File: config.mk
export PLATFORM = sky130hd
export DESIGN_NAME = point_in_shape_list_tester
export DESIGN_NICKNAME = d
export VERILOG_FILES = /design/src/pist_pkg.sv /design/src/pist_ram.sv /design/src/pist_front.sv /design/src/pist_back.sv /design/src/point_in_shape_list_tester.sv
export SDC_FILE = /design/constraint.sdc
export NUM_CORES = 2
export LEC_CHECK = 0
export BUFFER_PORTS_ARGS = -buffer_cell sky130_fd_sc_hd__buf_2
export CORE_MARGIN = 1.5
export CORE_UTILIZATION = 40
export CTS_BUF_LIST = sky130_fd_sc_hd__clkbuf_4 sky130_fd_sc_hd__clkbuf_8 sky130_fd_sc_hd__clkbuf_16
export DETAILED_ROUTE_END_ITERATION = 8
export GPL_ROUTABILITY_DRIVEN = 0
export GPL_TIMING_DRIVEN = 0
export SLEW_MARGIN = 20
export SYNTH_ARGS = -nofsm -noshare
export SYNTH_HDL_FRONTEND = slang
export SYNTH_SLANG_ARGS = --single-unit
File: constraint.sdc
create_clock -name clk -period 8.6 [get_ports clk]
set_clock_uncertainty 0.05 [all_clocks]
set_input_delay 0.86 -clock clk [delete_from_list [all_inputs] [get_ports clk]]
set_output_delay 0.86 -clock clk [all_outputs]
set_load 0.05 [all_outputs]
File: src/pist_pkg.sv
// ----------------------------------------------------------------------------
// pist_pkg
// Request codes, queue depth and the control bundle between front and back.
// ----------------------------------------------------------------------------
package pist_pkg;

  // Width of the one-based figure number on the result channel
  localparam int FIG_W = 5;

  // Entries of the command queue between front and back (power of two)
  localparam int QDEPTH = 2;

  typedef logic [1:0] op_t;

  localparam op_t OP_RECT   = 2'd0;
  localparam op_t OP_CIRCLE = 2'd1;
  localparam op_t OP_QUERY  = 2'd2;
  localparam op_t OP_CLEAR  = 2'd3;

  typedef struct packed {
    logic valid;
    op_t  op;
  } cmd_ctl_t;

endpackage

File: src/pist_ram.sv
// ----------------------------------------------------------------------------
// pist_ram
// Generic simple dual-port RAM: one write port, one registered read port.
// ----------------------------------------------------------------------------
module pist_ram #(
  parameter int WIDTH = 8,
  parameter int DEPTH = 16
) (
  input  logic                                     clk,
  input  logic                                     we,
  input  logic [((DEPTH > 1) ? $clog2(DEPTH) : 1)-1:0] waddr,
  input  logic [WIDTH-1:0]                         wdata,
  input  logic                                     re,
  input  logic [((DEPTH > 1) ? $clog2(DEPTH) : 1)-1:0] raddr,
  output logic [WIDTH-1:0]                         rdata
);

  logic [WIDTH-1:0] mem [DEPTH];

  always_ff @(posedge clk) begin
    if (we) begin
      mem[waddr] <= wdata;
    end
    if (re) begin
      rdata <= mem[raddr];
    end
  end

endmodule

File: src/pist_front.sv
// ----------------------------------------------------------------------------
// pist_front
// Accept requests, classify them and hold them in a short command queue.
// ----------------------------------------------------------------------------
module pist_front #(
  parameter int COORD_BITS = 16
) (
  input  logic                          clk,
  input  logic                          rst,
  input  logic                          req_valid,
  output logic                          req_ready,
  input  logic [1:0]                    func,
  input  logic signed [COORD_BITS-1:0]  a_value,
  input  logic signed [COORD_BITS-1:0]  b_value,
  input  logic signed [COORD_BITS-1:0]  c_value,
  input  logic signed [COORD_BITS-1:0]  d_value,
  output pist_pkg::cmd_ctl_t            cmd,
  output logic [4*COORD_BITS-1:0]       cmd_coords,
  input  logic                          cmd_pop
);

  import pist_pkg::*;

  localparam int CW    = COORD_BITS;
  localparam int PTR_W = (QDEPTH > 1) ? $clog2(QDEPTH) : 1;

  op_t               q_op     [QDEPTH];
  logic [4*CW-1:0]   q_coords [QDEPTH];
  logic [PTR_W-1:0]  wr_ptr;
  logic [PTR_W-1:0]  rd_ptr;
  logic [PTR_W:0]    fill;
  logic              push;
  op_t               req_op;
  logic [CW-1:0]     d_eff;

  assign req_ready = (fill != (PTR_W+1)'(QDEPTH));
  assign push      = req_valid && req_ready;
  assign req_op    = op_t'(func);

  // Circles carry no second corner: drop the unused coordinate
  assign d_eff = (req_op == OP_CIRCLE) ? '0 : d_value;

  always_ff @(posedge clk) begin
    if (rst) begin
      wr_ptr <= '0;
      rd_ptr <= '0;
      fill   <= '0;
    end else begin
      if (push) begin
        wr_ptr <= wr_ptr + PTR_W'(1);
      end
      if (cmd_pop) begin
        rd_ptr <= rd_ptr + PTR_W'(1);
      end
      fill <= fill + (PTR_W+1)'(push) - (PTR_W+1)'(cmd_pop);
    end
  end

  always_ff @(posedge clk) begin
    if (push) begin
      q_op[wr_ptr]     <= req_op;
      q_coords[wr_ptr] <= {d_eff, c_value, b_value, a_value};
    end
  end

  assign cmd.valid  = (fill != '0);
  assign cmd.op     = q_op[rd_ptr];
  assign cmd_coords = q_coords[rd_ptr];

endmodule

File: src/pist_back.sv
// ----------------------------------------------------------------------------
// pist_back
// Shape table and query walker: one shape tested per cycle unless stalled.
// ----------------------------------------------------------------------------
module pist_back #(
  parameter int MAX_FIGURES = 16,
  parameter int COORD_BITS  = 16
) (
  input  logic                          clk,
  input  logic                          rst,
  input  pist_pkg::cmd_ctl_t            cmd,
  input  logic [4*COORD_BITS-1:0]       cmd_coords,
  output logic                          cmd_pop,
  output logic                          res_valid,
  input  logic                          res_ready,
  output logic                          status,
  output logic [pist_pkg::FIG_W-1:0]    figure_number,
  output logic                          last
);

  import pist_pkg::*;

  localparam int CW    = COORD_BITS;
  localparam int CNT_W = $clog2(MAX_FIGURES + 1);
  localparam int IDX_W = (MAX_FIGURES > 1) ? $clog2(MAX_FIGURES) : 1;
  localparam int ENT_W = 1 + 4 * CW;
  localparam int DW    = CW + 1;
  localparam int SQ_W  = 2 * DW;
  localparam int SUM_W = SQ_W + 1;
  localparam int RQ_W  = 2 * CW;
  localparam int FW    = (CNT_W > FIG_W) ? CNT_W : FIG_W;

  localparam logic ST_IDLE = 1'b0;
  localparam logic ST_WALK = 1'b1;

  logic               state;
  logic [CNT_W-1:0]   count;
  logic [CNT_W-1:0]   walk_idx;
  logic signed [CW-1:0] qx;
  logic signed [CW-1:0] qy;

  logic               adv;
  logic               take;
  logic               is_load;
  logic               room;
  logic               walking;
  logic               shape_slot;
  logic               ram_we;
  logic               ram_re;
  logic [ENT_W-1:0]   ram_rdata;

  // ---- command intake and walk sequencer ----
  assign adv        = !res_valid || res_ready;
  assign take       = (state == ST_IDLE) && cmd.valid;
  assign cmd_pop    = take;
  assign is_load    = (cmd.op == OP_RECT) || (cmd.op == OP_CIRCLE);
  assign room       = (count < CNT_W'(MAX_FIGURES));
  assign walking    = (state == ST_WALK);
  assign shape_slot = (walk_idx < count);
  assign ram_we     = take && is_load && room;
  assign ram_re     = adv && walking && shape_slot;

  pist_ram #(
    .WIDTH (ENT_W),
    .DEPTH (MAX_FIGURES)
  ) u_table (
    .clk   (clk),
    .we    (ram_we),
    .waddr (count[IDX_W-1:0]),
    .wdata ({(cmd.op == OP_CIRCLE), cmd_coords}),
    .re    (ram_re),
    .raddr (walk_idx[IDX_W-1:0]),
    .rdata (ram_rdata)
  );

  always_ff @(posedge clk) begin
    if (rst) begin
      state <= ST_IDLE;
      count <= '0;
    end else begin
      case (state)
        ST_IDLE: begin
          if (take) begin
            case (cmd.op)
              OP_RECT, OP_CIRCLE: begin
                if (room) begin
                  count <= count + CNT_W'(1);
                end
              end
              OP_CLEAR: count <= '0;
              OP_QUERY: state <= ST_WALK;
              default: ;
            endcase
          end
        end
        ST_WALK: begin
          if (adv && !shape_slot) begin
            state <= ST_IDLE;
          end
        end
        default: state <= ST_IDLE;
      endcase
    end
  end

  always_ff @(posedge clk) begin
    if (take && (cmd.op == OP_QUERY)) begin
      walk_idx <= '0;
      qx       <= cmd_coords[CW-1:0];
      qy       <= cmd_coords[2*CW-1:CW];
    end else if (ram_re) begin
      walk_idx <= walk_idx + CNT_W'(1);
    end
  end

  // ---- stage 1: table entry arrives, bounds and offsets ----
  logic                 s1_valid;
  logic                 s1_end;
  logic [IDX_W-1:0]     s1_idx;
  logic signed [CW-1:0] s1_qx;
  logic signed [CW-1:0] s1_qy;

  always_ff @(posedge clk) begin
    if (rst) begin
      s1_valid <= 1'b0;
    end else if (adv) begin
      s1_valid <= walking;
    end
  end

  always_ff @(posedge clk) begin
    if (adv) begin
      s1_end <= !shape_slot;
      s1_idx <= walk_idx[IDX_W-1:0];
      s1_qx  <= qx;
      s1_qy  <= qy;
    end
  end

  logic                 e_kind;
  logic signed [CW-1:0] c0;
  logic signed [CW-1:0] c1;
  logic signed [CW-1:0] c2;
  logic signed [CW-1:0] c3;
  logic signed [CW-1:0] x_lo;
  logic signed [CW-1:0] x_hi;
  logic signed [CW-1:0] y_lo;
  logic signed [CW-1:0] y_hi;
  logic                 rect_hit;
  logic signed [DW-1:0] dx;
  logic signed [DW-1:0] dy;

  assign e_kind = ram_rdata[ENT_W-1];
  assign c0     = ram_rdata[CW-1:0];
  assign c1     = ram_rdata[2*CW-1:CW];
  assign c2     = ram_rdata[3*CW-1:2*CW];
  assign c3     = ram_rdata[4*CW-1:3*CW];

  assign x_lo = (c0 < c2) ? c0 : c2;
  assign x_hi = (c0 < c2) ? c2 : c0;
  assign y_lo = (c1 < c3) ? c1 : c3;
  assign y_hi = (c1 < c3) ? c3 : c1;

  assign rect_hit = (x_lo <= s1_qx) && (s1_qx <= x_hi) &&
                    (y_lo <= s1_qy) && (s1_qy <= y_hi);

  assign dx = DW'(s1_qx) - DW'(c0);
  assign dy = DW'(s1_qy) - DW'(c1);

  // ---- stage 2: squares ----
  logic                 s2_valid;
  logic                 s2_end;
  logic [IDX_W-1:0]     s2_idx;
  logic                 s2_kind;
  logic                 s2_rect_hit;
  logic                 s2_rneg;
  logic signed [DW-1:0] s2_dx;
  logic signed [DW-1:0] s2_dy;
  logic signed [CW-1:0] s2_r;

  always_ff @(posedge clk) begin
    if (rst) begin
      s2_valid <= 1'b0;
    end else if (adv) begin
      s2_valid <= s1_valid;
    end
  end

  always_ff @(posedge clk) begin
    if (adv) begin
      s2_end      <= s1_end;
      s2_idx      <= s1_idx;
      s2_kind     <= e_kind;
      s2_rect_hit <= rect_hit;
      s2_rneg     <= c2[CW-1];
      s2_dx       <= dx;
      s2_dy       <= dy;
      s2_r        <= c2;
    end
  end

  logic signed [SQ_W-1:0] sq_x;
  logic signed [SQ_W-1:0] sq_y;
  logic signed [RQ_W-1:0] sq_r;

  assign sq_x = s2_dx * s2_dx;
  assign sq_y = s2_dy * s2_dy;
  assign sq_r = s2_r * s2_r;

  // ---- stage 3: distance compare and hit selection ----
  logic               s3_valid;
  logic               s3_end;
  logic [IDX_W-1:0]   s3_idx;
  logic               s3_kind;
  logic               s3_rect_hit;
  logic               s3_rneg;
  logic [SQ_W-1:0]    s3_dx2;
  logic [SQ_W-1:0]    s3_dy2;
  logic [RQ_W-1:0]    s3_r2;

  always_ff @(posedge clk) begin
    if (rst) begin
      s3_valid <= 1'b0;
    end else if (adv) begin
      s3_valid <= s2_valid;
    end
  end

  always_ff @(posedge clk) begin
    if (adv) begin
      s3_end      <= s2_end;
      s3_idx      <= s2_idx;
      s3_kind     <= s2_kind;
      s3_rect_hit <= s2_rect_hit;
      s3_rneg     <= s2_rneg;
      s3_dx2      <= sq_x;
      s3_dy2      <= sq_y;
      s3_r2       <= sq_r;
    end
  end

  logic [SUM_W-1:0] dist2;
  logic             circ_hit;
  logic             hit;
  logic [FW-1:0]    fig_wide;
  logic [FIG_W-1:0] s3_fig;

  assign dist2    = SUM_W'(s3_dx2) + SUM_W'(s3_dy2);
  assign circ_hit = !s3_rneg && (dist2 <= SUM_W'(s3_r2));
  assign hit      = s3_kind ? circ_hit : s3_rect_hit;
  assign fig_wide = FW'(s3_idx) + FW'(1);
  assign s3_fig   = fig_wide[FIG_W-1:0];

  // ---- pending hit: held back one hit so the final one can carry last ----
  logic             pend_valid;
  logic [FIG_W-1:0] pend_fig;
  logic             push;
  logic             push_status;
  logic [FIG_W-1:0] push_fig;
  logic             push_last;

  always_comb begin
    push        = 1'b0;
    push_status = 1'b0;
    push_fig    = pend_fig;
    push_last   = 1'b0;
    if (s3_valid) begin
      if (s3_end) begin
        push      = 1'b1;
        push_last = 1'b1;
        if (!pend_valid) begin
          push_status = 1'b1;
          push_fig    = '0;
        end
      end else if (hit && pend_valid) begin
        push = 1'b1;
      end
    end
  end

  always_ff @(posedge clk) begin
    if (rst) begin
      pend_valid <= 1'b0;
    end else if (adv && s3_valid) begin
      if (s3_end) begin
        pend_valid <= 1'b0;
      end else if (hit) begin
        pend_valid <= 1'b1;
      end
    end
  end

  always_ff @(posedge clk) begin
    if (adv && s3_valid && !s3_end && hit) begin
      pend_fig <= s3_fig;
    end
  end

  // ---- result register ----
  always_ff @(posedge clk) begin
    if (rst) begin
      res_valid <= 1'b0;
    end else if (adv) begin
      res_valid <= push;
    end
  end

  always_ff @(posedge clk) begin
    if (adv) begin
      status        <= push_status;
      figure_number <= push_fig;
      last          <= push_last;
    end
  end

endmodule

File: src/point_in_shape_list_tester.sv
// ----------------------------------------------------------------------------
// point_in_shape_list_tester
// Hit tester for a list of rectangles and circles in signed fixed point.
// ----------------------------------------------------------------------------
// Usage:
//   Request channel (req_valid/req_ready, func, a..d_value): func selects
//   load rectangle, load circle, query point or clear table. Loads append a
//   shape; a load into a full table is dropped. Loads and clears give no
//   result. A query gives one result per containing shape in load order
//   (status 0, one-based figure_number), or a single not-contained result
//   (status 1, figure_number 0); last marks the final result of a query.
//   Result channel (res_valid/res_ready, status, figure_number, last).
//   The back end takes no new command while it walks the table for a query;
//   the walker reads one table entry per cycle from the RAM while the
//   result channel is not stalled. A query's results pass through the RAM
//   read, offset, square, compare and output steps; a hit waits for the
//   next one so that the final result can carry last.
//   A two-entry command queue lets requests keep arriving during a walk.
//   Reset empties the table and the queue and drops any result in flight.
//   When the receiver stalls, the whole walk pipeline holds in place.
// ----------------------------------------------------------------------------
module point_in_shape_list_tester #(
  parameter int MAX_FIGURES = 16,
  parameter int COORD_BITS  = 16
) (
  input  logic                          clk,
  input  logic                          rst,
  input  logic                          req_valid,
  output logic                          req_ready,
  input  logic [1:0]                    func,
  input  logic signed [COORD_BITS-1:0]  a_value,
  input  logic signed [COORD_BITS-1:0]  b_value,
  input  logic signed [COORD_BITS-1:0]  c_value,
  input  logic signed [COORD_BITS-1:0]  d_value,
  output logic                          res_valid,
  input  logic                          res_ready,
  output logic                          status,
  output logic [pist_pkg::FIG_W-1:0]    figure_number,
  output logic                          last
);

  import pist_pkg::*;

  // Decoded command at the head of the queue, and its coordinates
  cmd_ctl_t                  cmd;
  logic [4*COORD_BITS-1:0]   cmd_coords;
  logic                      cmd_pop;

  // Front: accept and classify requests, queue them
  pist_front #(
    .COORD_BITS (COORD_BITS)
  ) u_front (
    .clk        (clk),
    .rst        (rst),
    .req_valid  (req_valid),
    .req_ready  (req_ready),
    .func       (func),
    .a_value    (a_value),
    .b_value    (b_value),
    .c_value    (c_value),
    .d_value    (d_value),
    .cmd        (cmd),
    .cmd_coords (cmd_coords),
    .cmd_pop    (cmd_pop)
  );

  // Back: shape table, query walk and result register
  pist_back #(
    .MAX_FIGURES (MAX_FIGURES),
    .COORD_BITS  (COORD_BITS)
  ) u_back (
    .clk           (clk),
    .rst           (rst),
    .cmd           (cmd),
    .cmd_coords    (cmd_coords),
    .cmd_pop       (cmd_pop),
    .res_valid     (res_valid),
    .res_ready     (res_ready),
    .status        (status),
    .figure_number (figure_number),
    .last          (last)
  );

endmodule

# Word level (Yosys, flattened, before mapping)
# Memories as Yosys holds them, arrays and structs flattened. A register that Yosys moved wholly into a read port is not among the register bits.
# Cells that the tools add are included.
# op_classes
addsub	10
n_mul	3
div_mod_pow	0
order_cmp	9
eq_ne	6
shifts	0
mux	30
bitwise	1
n_reduce_logical	30
# ops
op	n
$mux W16	5
$mul A17 B17 Y34	2
$le A16 B16 Y1	4
$add A34 B34 Y35	1
$le A35 B32 Y1	1
$sub A16 B16 Y17	2
$lt A16 B16 Y1	2
$mul A16 B16 Y32	1
$mux W5	4
$mux W1	19
$logic_and A1 B1 Y1	16
$add A5 B1 Y5 const B	2
$pmux W5 S2	1
$reduce_bool A2 Y1	3
$add A4 B1 Y5 const B	1
$lt A5 B5 Y1	1
$lt A5 B5 Y1 const B	1
$eq A2 B1 Y1 const B	2
$eq A2 B2 Y1 const B	2
$logic_not A1 Y1	4
$reduce_and A2 Y1	2
$reduce_and A4 Y1	1
$add A1 B1 Y1 const B	2
$add A2 B1 Y2	1
8 further kinds	9
# word_totals
regBits	267
latch_bits	0
ram_bits	1172
romBits	0
inputBits	70
out_inout_bits	9
wordCells	129
memories	3
# memory_table
name	depth	width	read_ports	rd_ports_with_merged_regs	write_ports	line	source
u_back.u_table.mem	16	65	1	1	1	pist_ram.sv:18	logic [WIDTH-1:0] mem [DEPTH];
u_front.q_coords	2	64	1	1	1	pist_front.sv:28	logic [4*CW-1:0] q_coords [QDEPTH];
u_front.q_op	2	2	1	1	1	pist_front.sv:27	op_t q_op [QDEPTH];

# Logic depth before layout (Yosys ltp)
# depth
depth_word	8
ltp_mapped	28
mapped_depth_nobuf	26

# By module
# A second synthesis with hierarchy kept.
# unflattened
cells_unflattened	6465
area_unflattened_um2	90849.6
# modules_own_cells
mod	n_inst	cells_each	area_per_inst_um2	seq_area_each_um2
pist_back	1	4541	44838.0	7617.3
pist_ram	1	1673	40890.5	33181.8
pist_front	1	251	5121.2	4063.9

# Worst setup path after synthesis
# Ideal clock, no wire load.
# synth_path
kind	input -> register
from	in res_ready
to	reg u_back.walk_idx[3]
setup_time_ns	0.199
arrival_time_ns	9.140
required_time_ns	8.351
path_slack_ns	-0.789
stages	8
path_buffers	1
cell_sequence	nor2b_1 clkbuf_1 inv_1 nand2_1 nor2_1 nand4_1 xor2_1 nor2_1
# synth_between
elab_chain_len	3
# synth_rtl
item	line	source
start: declaration	point_in_shape_list_tester.sv:36	input logic res_ready,
$logic_or A1 B1 Y1	pist_back.sv:53	assign adv = !res_valid || res_ready;
$logic_and A1 B1 Y1 (2 in a row)	pist_back.sv:61	assign ram_re = adv && walking && shape_slot;
named net u_back.ram_re	pist_back.sv:49	logic ram_re;
end signal: assignment	pist_back.sv:112	walk_idx <= walk_idx + CNT_W'(1);
end: declaration	pist_back.sv:38	logic [CNT_W-1:0] walk_idx;
# The timed path passes the listed nets, and every way through them passes these cells.
# A chain may end at the register's enable or synchronous reset.

# Worst setup path in the final report
# layout_path
from	reg u_back.s2_dx[7]
to	reg u_back.s3_dx2[31] (data pin)
# layout_between
elab_chain_len	1
# layout_rtl
item	line	source
start: declaration	pist_back.sv:177	logic signed [DW-1:0] s2_dx;
start signal: assignment	pist_back.sv:196	s2_dx <= dx;
$mul A17 B17 Y34	pist_back.sv:206	assign sq_x = s2_dx * s2_dx;
named net u_back.sq_x[31]	pist_back.sv:202	logic signed [SQ_W-1:0] sq_x;
end signal: assignment	pist_back.sv:236	s3_dx2 <= sq_x;
end: declaration	pist_back.sv:217	logic [SQ_W-1:0] s3_dx2;
# The timed path passes the listed nets, and every way through them passes these cells.

==> impl_metrics.ini <==
[clock_network]
cts_max_level = 4
cts_resized = 0
cts_setup_buffers = 0
tritoncts = yes
clk_latency_ns = 0.81
cts_buffer_depth = 3
cts_hold_buf = 0
cts.sinks = 1501
cts-root-buf = clkbuf_16
cts-buffers-inserted = 153
clkTransAtPathRegs_ns = 0.06

[sta]
setup_viol = 0
finalSetupTns_ns = 0
rsz0062_at_grt = no
setup_slack_ns = 0.314
worst_pin_slew_ns = 1.09
min_period_ns = 8.29
hold_ws_ns = 0.185
maxSlewHeadroom_pct = 27.3
hold_violations = 0
slew_violations = 0
min_period_over_period_pct = 96.4
max_freq_mhz = 121

[global_routing]
antenna_found_initial = 7
first_global_vias = 52400
overflow = 0
grt_pass1_wl_um = 327000
grt_max_degree = 36
track_usage_pct = 19.5

[setup_path]
crit_top_cell = fa_1
r2r_cells = 25
crit_cells = 25
path_max_fanout = 10
cp.arrival_ns = 8.73
cp_slowest_stage_delay_ns = 0.82
start_kind = flop
crit_type = reg -> reg
cpMaxStageDelayCell = edfxtp_1
cpLargestDelayFamily = adder cells
cp_data_required_time_ns = 9.05
path_buf_inv = 6
cp-end-kind = flop

[finish]
area_growth_pct = 12.9
layout-drive-gt1-share_pct = 14.3
num-nets-final = 7793
fillers = 19600
final_cells = 9571

[yosys]
post_synth.cell_area_avg_um2 = 14.6
synth_fp_nets = 7440
synthFlopType = edfxtp_1
synth_area_leaders = edfxtp_1 (50%), fa_1 (17%), mux4_2 (8.2%), ha_1 (6.7%), inv_1 (4.7%)
async_flop_share_pct = 0
postSynthCellCount = 6124
yosys.cell_types.count = 81
synth_warnings = 0
synth.most_common_cell = edfxtp_1
syn_area_mm2 = 0.0893
yosysSeqAreaShare_pct = 50.2
yosysTopAreaCell = edfxtp_1
ys_ff_latch = 1501
synth_edf_count = 1480
yosysTopAreaCellShare_pct = 49.7
netlist_top_cells_count = edfxtp_1 (1,480), inv_1 (1,128), fa_1 (766)

[die]
rows = 173
die_height_um = 476
die_w_um = 476
core_area_mm2 = 0.222
io_pins = 79
die_area_mm2 = 0.226
initial_utilization_pct = 40.2

[outcome]
status = finished, final reports clean

[placed_design]
dp.cells = 9297
post-place-ws_ns = 0.468
hpwl_um = 164000
port_buffers = 78

[route]
vias = 49500
drt_iter0_drc = 3972
avgViaCountPerCell = 5.18
antenna_left = 0
wire_per_inst_um = 22.7
dr.pass1.iters = 6
routed_wl_um = 217000
post-route-drc-count = 0

[min_path]
worst_hold_path.num_cells = 1
min_path_type = in -> reg

[job]
cap_violations = 0
-- sequential cells by signal (all words and copies together) (netlist names), 16 cells and up, named ones only --
name	flops
u_back.s3_dx2	33
u_back.u_table.rdata	65
u_back.qy	16
u_back.s1_qx	16
u_back.s1_qy	16
u_back.u_table.mem	1040
u_back.qx	16
u_back.s2_dx	17
u_back.s2_r	16
u_back.s3_r2	31
u_front.q_coords	128
u_back.s2_dy	17
u_back.s3_dy2	33
-- area by class of cell --
class | instances | area [um2] | share of cell area (%)
flip-flops and latches | 1501 | 44900 | 44.5
diodes | 3 | 7.51 | 0.00745
plain buffers | 167 | 677 | 0.671
well taps | 2975 | 3720 | 3.69
repair buffers | 198 | 2590 | 2.57
clock inverters | 79 | 815 | 0.808
inverters | 1131 | 4250 | 4.21
clock buffers | 192 | 4150 | 4.12
multi-input cells | 3325 | 39700 | 39.4
-- worst register-to-register path, stage by stage, from the launching register on --
cell,delay (ns)
edfxtp_1,0.82
clkbuf_1,0.67
nand2_1,0.19
fa_1,0.62
inv_1,0.07
fa_1,0.50
inv_1,0.07
fa_1,0.53
inv_1,0.05
fa_1,0.45
fa_1,0.49
inv_1,0.05
fa_1,0.50
inv_1,0.05
ha_1,0.36
nand4_1,0.18
a21oi_1,0.17
o211ai_1,0.13
a21oi_1,0.42
a31oi_1,0.26
a21o_1,0.25
and3_1,0.19
a21oi_1,0.20
a21o_1,0.14
a21oi_1,0.07
xnor2_1,0.53
-- worst paths after layout --
| path | start | to | slack (ns) |
|---|---|---|---|
| setup / recovery | u_back.s2_dx[7]$_DFFE_PN_ | u_back.s3_dx2[31]$_DFFE_PN_ | 0.31 |
| hold / removal | b_value[9] | u_front.q_coords[1][25]$_DFFE_PP_ | 0.19 |
| setup reg to reg | u_back.s2_dx[7]$_DFFE_PN_ | u_back.s3_dx2[31]$_DFFE_PN_ | 0.31 |
| hold reg to reg | u_back.qy[14]$_DFFE_PP_ | u_back.s1_qy[14]$_DFFE_PN_ | 0.36 |
-- metal layers --
layer  track usage (%)  up-vias  share of wire (%)
met3              2.42      263                5.2
met5                 0        -                  0
met2              33.3     1336                 50
met4              5.51        0                2.8
met1              26.3    26000                 42
li1                  -    22000                  -
-- through the flow --
step	cell area (um2)	utilization, %
after floorplan	89300	-
after global placement	93500	42.1
after detailed placement	95800	43.1
after CTS	101000	45.4
after global routing	101000	45.4
final	101000	45.4
-- placed cells by master (no fill, tap or decap), types with 64 or more instances in the layout --
master,n
a21o_1,65
a21oi_1,149
and2_1,168
buf_2,91
clkbuf_1,120
clkbuf_16,154
edfxtp_1,1480
fa_1,766
ha_1,480
inv_1,1127
mux2_2,64
mux2i_1,69
mux4_2,325
nand2_1,301
nor2_1,183
nor2b_1,65
xnor2_1,160
-- logic make-up after synthesis --
kind of cell,count (synthesis),share of synthesized area [%]
and+or+nand+nor,923,5.03
adders and majority gates,1246,23.9
xor gates and xnor gates,203,1.99
AOI/OAI and AO/OA,492,3.60
DFF,1501,50.2
muxes,461,9.81
buffers and inverters,1298,5.46
Power is not shown: default switching activity piles up to over one toggle a cycle in this logic, so the estimate is an artifact.
